--- config.mk ---
export PLATFORM = sky130hd
export DESIGN_NAME = ash_ctrl
export DESIGN_NICKNAME = d
export VERILOG_FILES = /design/src/hw/rtl/ash_pkg.sv /design/src/hw/rtl/ash_ctrl.sv
export SDC_FILE = /design/constraint.sdc
export NUM_CORES = 1
export LEC_CHECK = 0
export BUFFER_PORTS_ARGS = -buffer_cell sky130_fd_sc_hd__buf_2
export CORE_AREA = 2 2 39 41
export CTS_BUF_LIST = sky130_fd_sc_hd__clkbuf_2 sky130_fd_sc_hd__clkbuf_4 sky130_fd_sc_hd__clkbuf_8
export CTS_CLUSTER_SIZE = 40
export DETAILED_ROUTE_END_ITERATION = 8
export DIE_AREA = 0 0 41 43
export PLACE_DENSITY = 0.62
export REMOVE_ABC_BUFFERS = 1
export SLEW_MARGIN = 20
export SYNTH_ARGS = -nofsm -noshare
export SYNTH_HDL_FRONTEND = slang
export SYNTH_SLANG_ARGS = --single-unit
--- constraint.sdc ---
create_clock -name clk -period 1.2 [get_ports clk]
set_input_delay 0.12 -clock clk [delete_from_list [all_inputs] [get_ports clk]]
set_output_delay 0.12 -clock clk [all_outputs]
set_load 0.05 [all_outputs]
--- src/hw/rtl/ash_pkg.sv ---
`default_nettype none
package ash_pkg;

  localparam int AGE_BUCKETS   = 1000;
  localparam int SIZE_BUCKETS  = 12;
  // last age bucket lives in a register, the rest in memory
  localparam int AGE_MEM_DEPTH = AGE_BUCKETS - 1;
  localparam int AGE_IW        = (AGE_MEM_DEPTH > 1) ? $clog2(AGE_MEM_DEPTH) : 1;
  localparam int SIZE_AW       = $clog2(SIZE_BUCKETS);
  localparam int CLR_LEN       = (AGE_MEM_DEPTH > SIZE_BUCKETS) ? AGE_MEM_DEPTH : SIZE_BUCKETS;
  localparam int CLR_W         = (CLR_LEN > 1) ? $clog2(CLR_LEN) : 1;

  localparam logic [31:0] CNT_MAX   = 32'hFFFF_FFFF;
  localparam logic [47:0] BYTES_MAX = 48'hFFFF_FFFF_FFFF;

  typedef enum logic [1:0] {
    CMD_ALLOC = 2'd0,
    CMD_FREE  = 2'd1,
    CMD_READ  = 2'd2,
    CMD_NOP   = 2'd3
  } opcode_t;

  typedef enum logic [1:0] {
    ST_OK            = 2'd0,
    ST_SIZE_UNDERRUN = 2'd1,
    ST_AGE_UNDERRUN  = 2'd2,
    ST_BAD_BIRTH     = 2'd3
  } status_code_t;

  typedef struct packed {
    opcode_t     command;
    logic [31:0] block_size;
    logic [31:0] now_seconds;
    logic [31:0] birth_seconds;
    logic [9:0]  bucket_index;
  } in_item_t;

  typedef struct packed {
    logic [1:0]  status;
    logic        time_not_advanced;
    logic [47:0] current_bytes;
    logic [47:0] total_bytes;
    logic [31:0] size_count;
    logic [31:0] age_count;
    logic [31:0] declined_updates;
    logic [31:0] size_underruns;
    logic [31:0] age_underruns;
    logic [31:0] bad_birthdays;
  } out_item_t;

  // controller to datapath
  typedef struct packed {
    logic load_item;
    logic clr_step;
    logic size_rd;
    logic size_upd;
    logic age_start;
    logic sweep_step;
    logic post_rd;
    logic post_wr;
    logic idx_rd;
    logic out_load;
  } ctl_cmd_t;

  // datapath to controller
  typedef struct packed {
    logic clr_done;
    logic is_alloc;
    logic is_access;
    logic size_fail;
    logic birth_late;
    logic age_run;
    logic sweep_last;
  } ctl_stat_t;

  function automatic logic [31:0] sat_inc32(input logic [31:0] v);
    return (v == CNT_MAX) ? v : v + 32'd1;
  endfunction

  function automatic logic [31:0] sat_add32(input logic [31:0] a, input logic [31:0] b);
    logic [32:0] s;
    s = {1'b0, a} + {1'b0, b};
    return s[32] ? CNT_MAX : s[31:0];
  endfunction

  function automatic logic [47:0] sat_add48(input logic [47:0] a, input logic [31:0] b);
    logic [48:0] s;
    s = {1'b0, a} + {17'b0, b};
    return s[48] ? BYTES_MAX : s[47:0];
  endfunction

  // power-of-two size bucket, sizes below four go to bucket zero
  function automatic logic [SIZE_AW-1:0] size_slot(input logic [31:0] sz);
    logic [4:0] msb;
    logic [4:0] slot;
    msb = '0;
    for (int i = 0; i < 32; i++) begin
      if (sz[i]) msb = 5'(i);
    end
    if (sz < 32'd4) slot = '0;
    else slot = msb - 5'd1;
    if (slot > 5'(SIZE_BUCKETS - 1)) slot = 5'(SIZE_BUCKETS - 1);
    return SIZE_AW'(slot);
  endfunction

endpackage
`default_nettype wire

--- src/hw/rtl/ash_ctrl.sv ---
`default_nettype none
module ash_ctrl import ash_pkg::*; (
  input  wire logic      clk,
  input  wire logic      rst,
  input  wire logic      in_valid,
  output logic           in_stall,
  output logic           out_valid,
  input  wire logic      out_stall,
  input  wire ctl_stat_t stat,
  output ctl_cmd_t       cmd
);

  typedef enum logic [3:0] {
    S_CLEAR, S_IDLE, S_SIZE_RD, S_SIZE_UPD, S_AGE_CHK, S_SWEEP, S_DRAIN,
    S_POST_RD, S_POST_WR, S_IDX_RD, S_OUT
  } state_t;

  state_t state, state_next;
  logic   out_free;

  assign out_free = !out_valid || !out_stall;
  assign in_stall = (state != S_IDLE);

  // commands and next state
  always_comb begin
    cmd        = '0;
    state_next = state;
    case (state)
      S_CLEAR: begin
        cmd.clr_step = 1'b1;
        if (stat.clr_done) state_next = S_IDLE;
      end
      S_IDLE: begin
        if (in_valid) begin
          cmd.load_item = 1'b1;
          state_next    = S_SIZE_RD;
        end
      end
      S_SIZE_RD: begin
        if (stat.is_access) begin
          cmd.size_rd = 1'b1;
          state_next  = S_SIZE_UPD;
        end else begin
          state_next = S_IDX_RD;
        end
      end
      S_SIZE_UPD: begin
        cmd.size_upd = 1'b1;
        if (stat.is_alloc) state_next = S_AGE_CHK;
        else if (stat.size_fail || stat.birth_late) state_next = S_IDX_RD;
        else state_next = S_AGE_CHK;
      end
      S_AGE_CHK: begin
        cmd.age_start = 1'b1;
        state_next    = stat.age_run ? S_SWEEP : S_POST_RD;
      end
      S_SWEEP: begin
        cmd.sweep_step = 1'b1;
        if (stat.sweep_last) state_next = S_DRAIN;
      end
      S_DRAIN: state_next = S_POST_RD;
      S_POST_RD: begin
        cmd.post_rd = 1'b1;
        state_next  = S_POST_WR;
      end
      S_POST_WR: begin
        cmd.post_wr = 1'b1;
        state_next  = S_IDX_RD;
      end
      S_IDX_RD: begin
        cmd.idx_rd = 1'b1;
        state_next = S_OUT;
      end
      S_OUT: begin
        if (out_free) begin
          cmd.out_load = 1'b1;
          state_next   = S_IDLE;
        end
      end
      default: state_next = S_IDLE;
    endcase
  end

  // state and output valid
  always_ff @(posedge clk) begin
    if (rst) begin
      state     <= S_CLEAR;
      out_valid <= 1'b0;
    end else begin
      state <= state_next;
      if (cmd.out_load) out_valid <= 1'b1;
      else if (!out_stall) out_valid <= 1'b0;
    end
  end

endmodule
`default_nettype wire

==> reports/summary.md, run 1 <==
The flow ran to the end, but the final reports show violations. The checks that failed: negative setup slack. The detailed-route via count was 548; the average via count per standard cell was 5.07. The simple-gate share of the synthesized area was 0.387. By area, the combinational part of the netlist is dominated by simple AND/OR/NAND/NOR gates.

From left edge to right edge, the die measures 41 um. The run gives 12 as the largest net degree at the start of global routing. The async set or reset register ratio after synthesis is 0. TritonCTS built the clock tree.

The xor and xnor area share after synthesis works out to 0. Including well taps, the total number of placed cells is 103. Setup repair after global routing could not meet its margin everywhere.

With fillers left out, the area of the finished cells amounts to 807 um^2. The signed area change from the synthesized netlist to the final layout is 87.5%. The overall track demand over capacity in global routing is 0.158. Data on the critical path is required at its endpoint by 1080 ps. The synthesized design contains 0 enable-type register cells.

After layout, the minimum clock period comes to 1420 ps. The tools report the max-capacitance violation count as 0. The cell at the root of the clock tree is clkbuf_4.

The adder and majority cell fraction of the synthesized area was 0. The fraction of synthesized area in multiplexers is 0.0233. The routed length per instance is 12.3 um, and the met1 global-route usage is 0.201. The core region is 1380 um^2.

The first global-routing pass estimated 1.96 mm of wire. The initial core utilization was 0.311; the number of global-route vias before repair was 483. Synthesis produced a netlist whose cell count is 56. The source of the critical timing path was state[1]. STA puts the critical path data arrival time at 1300 ps. At the end of the flow, the number of nets in the layout was 104.

For the static leakage power, the log shows 0.354 nW. After synthesis the cells add up to 430 um^2. In the routed design, unresolved DRC markers number 0. In this run the most critical hold path is launched from rst. Leaving out fill and tap cells, the most frequent cells in the layout are buf_4, buf_2, buf_6. Once layout is complete, the cells apart from fillers number 108.

The final number of hold-violating endpoints is 0. Clock-pin slew was measured on the worst setup and hold paths at 50 ps. The most frequently used flop master after synthesis was dfxtp_1. On the final layout, the worst hold slack is 85.4 ps. The routability congestion estimate from global placement was 0.762; the number of diodes was 0. Clock latency on the worst-skew pair, taken at its later pin, is 250 ps. At the pin with the least slew margin, the transition time is 292 ps. The remaining antenna violation count is 0, and the worst slew margin relative to its limit is 0.806. After global routing, the most crowded layer is met2. In this run the core area contains 14 standard-cell rows.

Startpoint type of the worst setup path: a flop. The compound-cell area share of the yosys netlist is 0.265, and the overall overflow remaining after global route is 0. The fmax was 0.704 GHz. For the maximum resistive drop on vdd, the log shows 988 uV. The met3 capacity usage during global routing was 0.0314.

The logs give 2 for the maximum buffer depth of the clock tree and 7.03 ps for the largest clock skew in the final design. In this run the count of I/O pins placed on the die edge is 23. The placed instances occupy a cell area of 629 um^2.

The largest driver fanout on the critical path was 5; the final number of setup-violating endpoints was 14. The kind of critical path was reg2out. The initial antenna violation count came out at 0. The number of warnings printed during yosys synthesis came out at 0.

The worst hold path belongs to the class in2reg. Smallest setup slack after layout: -221 ps. The H-tree level count came out at 1. The height of the chip was 43 um.

Detailed placement ended at an HPWL of 903 um. Cell area power density: 2400 nW/um^2. The flop and latch count out of synthesis was 5. The clock net in this run drives a total of 5 sinks. The run gives 0 as the final number of max-transition violations. The startpoint identified for the worst register-to-register timing path is state[0].

The total clock buffers created by CTS came out at 3. The count of buffers inserted at the top-level ports was 22. Post-route clock period utilization: 1.18.

The mean post-synth cell area was 7.69 um^2; the violation count after the first detailed-routing iteration was 10. The run gives -133 ps as the placement-stage worst setup slack. The worst setup path is captured at an output port. Most frequent standard cell in the layout excluding fill and tap cells: buf_4. The sequential cell area fraction in the yosys report was 0.233. The share of post-route cells with drive strength above 1 works out to 0.674.

The global-route track usage on met2 was 0.259; the number of distinct library cells after synthesis was 32. The run gives 0.583 as the final core utilization. The routed design has 1.33 mm of wire. The count of hold-fix buffers inserted at cts came out at 0. The tools report the full die area as 1760 um^2. The number of fill cells in the layout was 119; the first-pass iteration count of the detailed router was 2.
-- registers in the layout, indices dropped and copies added (netlist names) --
name,cells
out_valid,1
state,4
-- layer usage --
layer  share of wire  vias to the layer above
met5               0                        -
met2            0.50                       10
li1                -                      275
met1            0.46                      263
met4               0                        0
met3           0.035                        0
-- power by group --
part | internal (W) | total (W) | switching (W)
Combinational | 0.000564 | 0.00135 | 0.000785
Sequential | 0.000246 | 0.000368 | 0.000122
Clock | 0.000149 | 0.000223 | 0.0000747
-- through the flow --
stage	TNS, ps	power, W
floorplan	-7130	0.00102
global placement	-659	0.00139
detailed placement	-674	0.00140
CTS	-2040	0.00184
global route	-2780	0.00205
finish	-2000	0.00194
-- cells by family (layout without fill, tap and decap cells) --
group,count (synthesis),after routing
simple gates,28,28
flops,5,5
compound gates,15,15
buf+inv,7,43
mux,1,1
-- worst max-delay path, cell delays in order (launching register included) --
cell,delay (ps)
dfxtp_4,380
nand2_4,50
or3_4,330
a21oi_2,120
buf_6,170
-- final timing paths --
kind	endpoint	slack, ps	cells after the start
worst max-delay path	cmd[0]	-220	4
worst min-delay path	out_valid	90	2
worst max register to register	state[3]	-90	4
worst min register to register	state[2]	490	1
-- cells in the mapped netlist, types with 2 or more instances --
cell type	n	share of area
o31a_1	2	0.041
nor2_1	6	0.052
dfxtp_1	5	0.23
a21oi_1	4	0.047
nand2_1	5	0.044
buf_2	2	0.023
a21oi_2	2	0.041
inv_1	3	0.026
nor3_1	3	0.035
nand2b_1	2	0.029
-- area by class of cell --
type                            count  area, um^2  area share
Tap cell                           16        20.0      0.0248
Clock buffer                        4        30.0      0.0372
Multi-Input combinational cell     44         360       0.447
Inverter                            3        11.3      0.0140
Timing Repair Buffer               36         273       0.338
Sequential cell                     5         113       0.140
-- repair_timing --
| action | in CTS | in global routing |
|---|---|---|
| pin swaps | 1 | 3 |
| resized for setup | 31 | 9 |
| setup endpoints to repair | 14 | 15 |
| setup buffers | 0 | 1 |
| hold endpoints to repair | 0 | 0 |
Note: power is estimated with default switching activity, not from simulation.
==> inputs of run 2 (changes only) <==
- TNS_END_PERCENT: unset -> 20
==> reports/summary.md, run 2 (synthesis results as in run 1) <==
The flow ran to the end, but the final reports show violations. The checks that failed: negative setup slack. The kind of critical path is reg2out.

The maximum resistive drop on vdd was 943 uV (-4.6%); the cell area power density was 2460 nW/um^2 (+2.3%). Setup repair after global routing could not meet its margin everywhere. Number of nets in the final layout: 103 (-0.96%). The logs give 0 (unchanged) for the initial antenna violation count and 0.153 (-0.00516) for the overall track demand over capacity in global routing.

The worst slew margin relative to its limit is 0.814 (+0.00833), and the static leakage power is 0.346 nW (-2.2%). The number of setup buffers added after CTS is 0 (unchanged). The number of diodes is 0 (unchanged). The delay of the slowest cell on the worst path is 370 ps (about the same). The run gives 1320 ps (+20 ps) as the signal arrival time at the worst endpoint. The violation count after the first detailed-routing iteration was 5 (-5); the number of global-route vias before repair was 478 (-1.0%).

The tools report the first-pass iteration count of the detailed router as 4 (+2). The detailed-route via count was 543 (-0.91%); the net switching fraction of the power was 0.499 (-0.00646). Traced cell by cell, the critical path runs through buf_4 > nand2b_4 > nor3_2 > buf_6. The largest individual stage delay along the critical path comes from the cell dfxtp_4. The tools report the combinational cell fraction of total power as 0.684 (-0.011). The most frequent standard cell in the layout excluding fill and tap cells is buf_4.

The DRC violations left is 0 (unchanged), and the final number of setup-violating endpoints is 14 (unchanged). The H-tree level count is 1 (unchanged). The max-capacitance violation count was 0 (unchanged).

The fmax was 0.696 GHz (-1.2%); the initial core utilization was 0.311 (unchanged). For the largest clock skew in the final design, the log shows 5.51 ps (-1.52 ps). Largest register by flop count: state. For the proportion of power drawn by the clock network, the log shows 0.120 (+0.005). The cell internal power dissipation is 0.000940 W (-2.0%). The cell count after placement was 103 (unchanged). The top cell types in the final layout, fill and taps aside, are buf_4, buf_2, buf_6. The TritonCTS sink count is 5 (unchanged). The largest registers in the layout are state (4), out_valid (1). The full die area came out at 1760 um^2 (unchanged). The shortest period the worst path allows is 1440 ps (+16.8 ps), and the boundary pin count is 23 (unchanged).

The post-route clock period utilization came out at 1.20 (+0.0140). The number of fill cells in the layout came out at 123 (+3.4%). The share of post-route cells with drive strength above 1 came out at 0.615 (-0.0585). The power spent charging and discharging nets was 0.000937 W (-4.5%); the number of rows created at floorplan was 14 (unchanged).

Total core area: 1380 um^2 (unchanged). The tools report the startpoint type of the worst setup path as a flop. The signed area change from the synthesized netlist to the final layout is 77.3%. The worst setup path is captured at an output port. The smallest setup slack after layout was -238 ps (-16.8 ps); the final number of hold-violating endpoints was 0 (unchanged). The tools report the total clock buffers created by CTS as 3 (unchanged).

Final number of max-transition violations: 0 (unchanged). The largest driver fanout on the critical path came out at 7 (+2). Routability congestion estimate from global placement: 0.762 (unchanged). The average via count per standard cell was 5.07 (about the same); the placement-stage worst setup slack was -133 ps (unchanged).

Final core utilization: 0.552 (-0.0316). The tools report the total power as 0.00188 W (-3.3%). The register cell area after layout was 110 um^2 (-2.2%); the wire length of the first global-routing pass was 1.90 mm (-3.2%).

The smallest hold slack was 75.6 ps (-9.75 ps); the count of hold-fix buffers inserted at cts was 0 (unchanged). The tools report the data required time of the worst path as 1080 ps (about the same). The logs give 903 um (unchanged) for the half-perimeter wire length of the detailed placement result and 250 ps (about the same) for the clock network latency to the later pin of the worst-skew pair.

Slew at the pin closest to its max-slew limit: 279 ps (-12.5 ps). TritonCTS built the clock tree. The clock transition at the registers of the reported paths is 50 ps (about the same). The worst hold path belongs to the class in2reg. The routed length per instance was 11.9 um (-3.5%); the number of flip-flops under the largest register name was 4 (unchanged). The routed wire length is 1.27 mm (-4.4%). The run gives 330 um^2 (-8.3%) as the area of combinational cells with multiple inputs. The part of the power in registers was 0.196 (+0.006); the height of the chip was 43 um (unchanged).

The run gives 12 (unchanged) as the largest net degree at the start of global routing. The number of standard cells in the layout, taps in and fillers out is 107 (-0.93%). The maximum buffer depth of the clock tree was 2 (unchanged); the remaining antenna violation count was 0 (unchanged). The count of buffers inserted at the top-level ports is 22 (unchanged). Clock tree synthesis selected as its root buffer the cell clkbuf_4. The die outline width came out at 41 um (unchanged).

The overall overflow remaining after global route was 0 (unchanged).
run 2: stage by stage:
step	cell area [um^2]	TNS [ps]
5_1_grt	763	-2870
3_5_place_dp	629	-674
2_1_floorplan	402	-7130
3_3_place_gp	629	-659
6_report	763	-1990
4_1_cts	731	-2040
run 2: cell type report:
type / count / area share
Multi-Input combinational cell: 44 / 0.433
Timing Repair Buffer: 35 / 0.343
Sequential cell: 5 / 0.144
Clock buffer: 4 / 0.0393
Tap cell: 16 / 0.0262
Inverter: 3 / 0.0148
run 2: power by group through the flow:
stage / Combinational (W) / Clock, W / Sequential (W)
3_3_place_gp: 0.00107 / 0 / 0.000328
3_5_place_dp: 0.00108 / 0 / 0.000326
5_1_grt: 0.00137 / 0.000239 / 0.000377
2_1_floorplan: 0.000656 / 0 / 0.000369
4_1_cts: 0.00121 / 0.000230 / 0.000349
6_report: 0.00128 / 0.000225 / 0.000368
run 2: path summary, 6_finish.rpt:
kind / from / endpoint / slack (ps) / cells after the start
hold reg to reg: state[3] / state[2] / 500 / 1
setup reg to reg: state[0] / state[3] / -70 / 4
setup / recovery: state[1] / cmd[2] / -240 / 4
hold / removal: rst / out_valid / 80 / 2
run 2: repair_timing:
action	4_1_cts	5_1_grt
setup endpoints to repair	14	15
pin swaps	1	2
gates resized for setup	24	7
run 2: metal layers:
metal  track usage  vias to the layer above  wire length (um)
li1              -                      275                 -
met1         0.181                      258               561
met2         0.263                       10               657
met3        0.0314                        0                50
met4        0.0400                        0                 0
met5             0                        -                 0
run 2: worst max-delay path: cells and delay by family, from the launching register on:
family	cells	cell delay [ps]
flip-flops	1	370
AND/OR/NAND/NOR	2	350
buffers and inverters	2	350
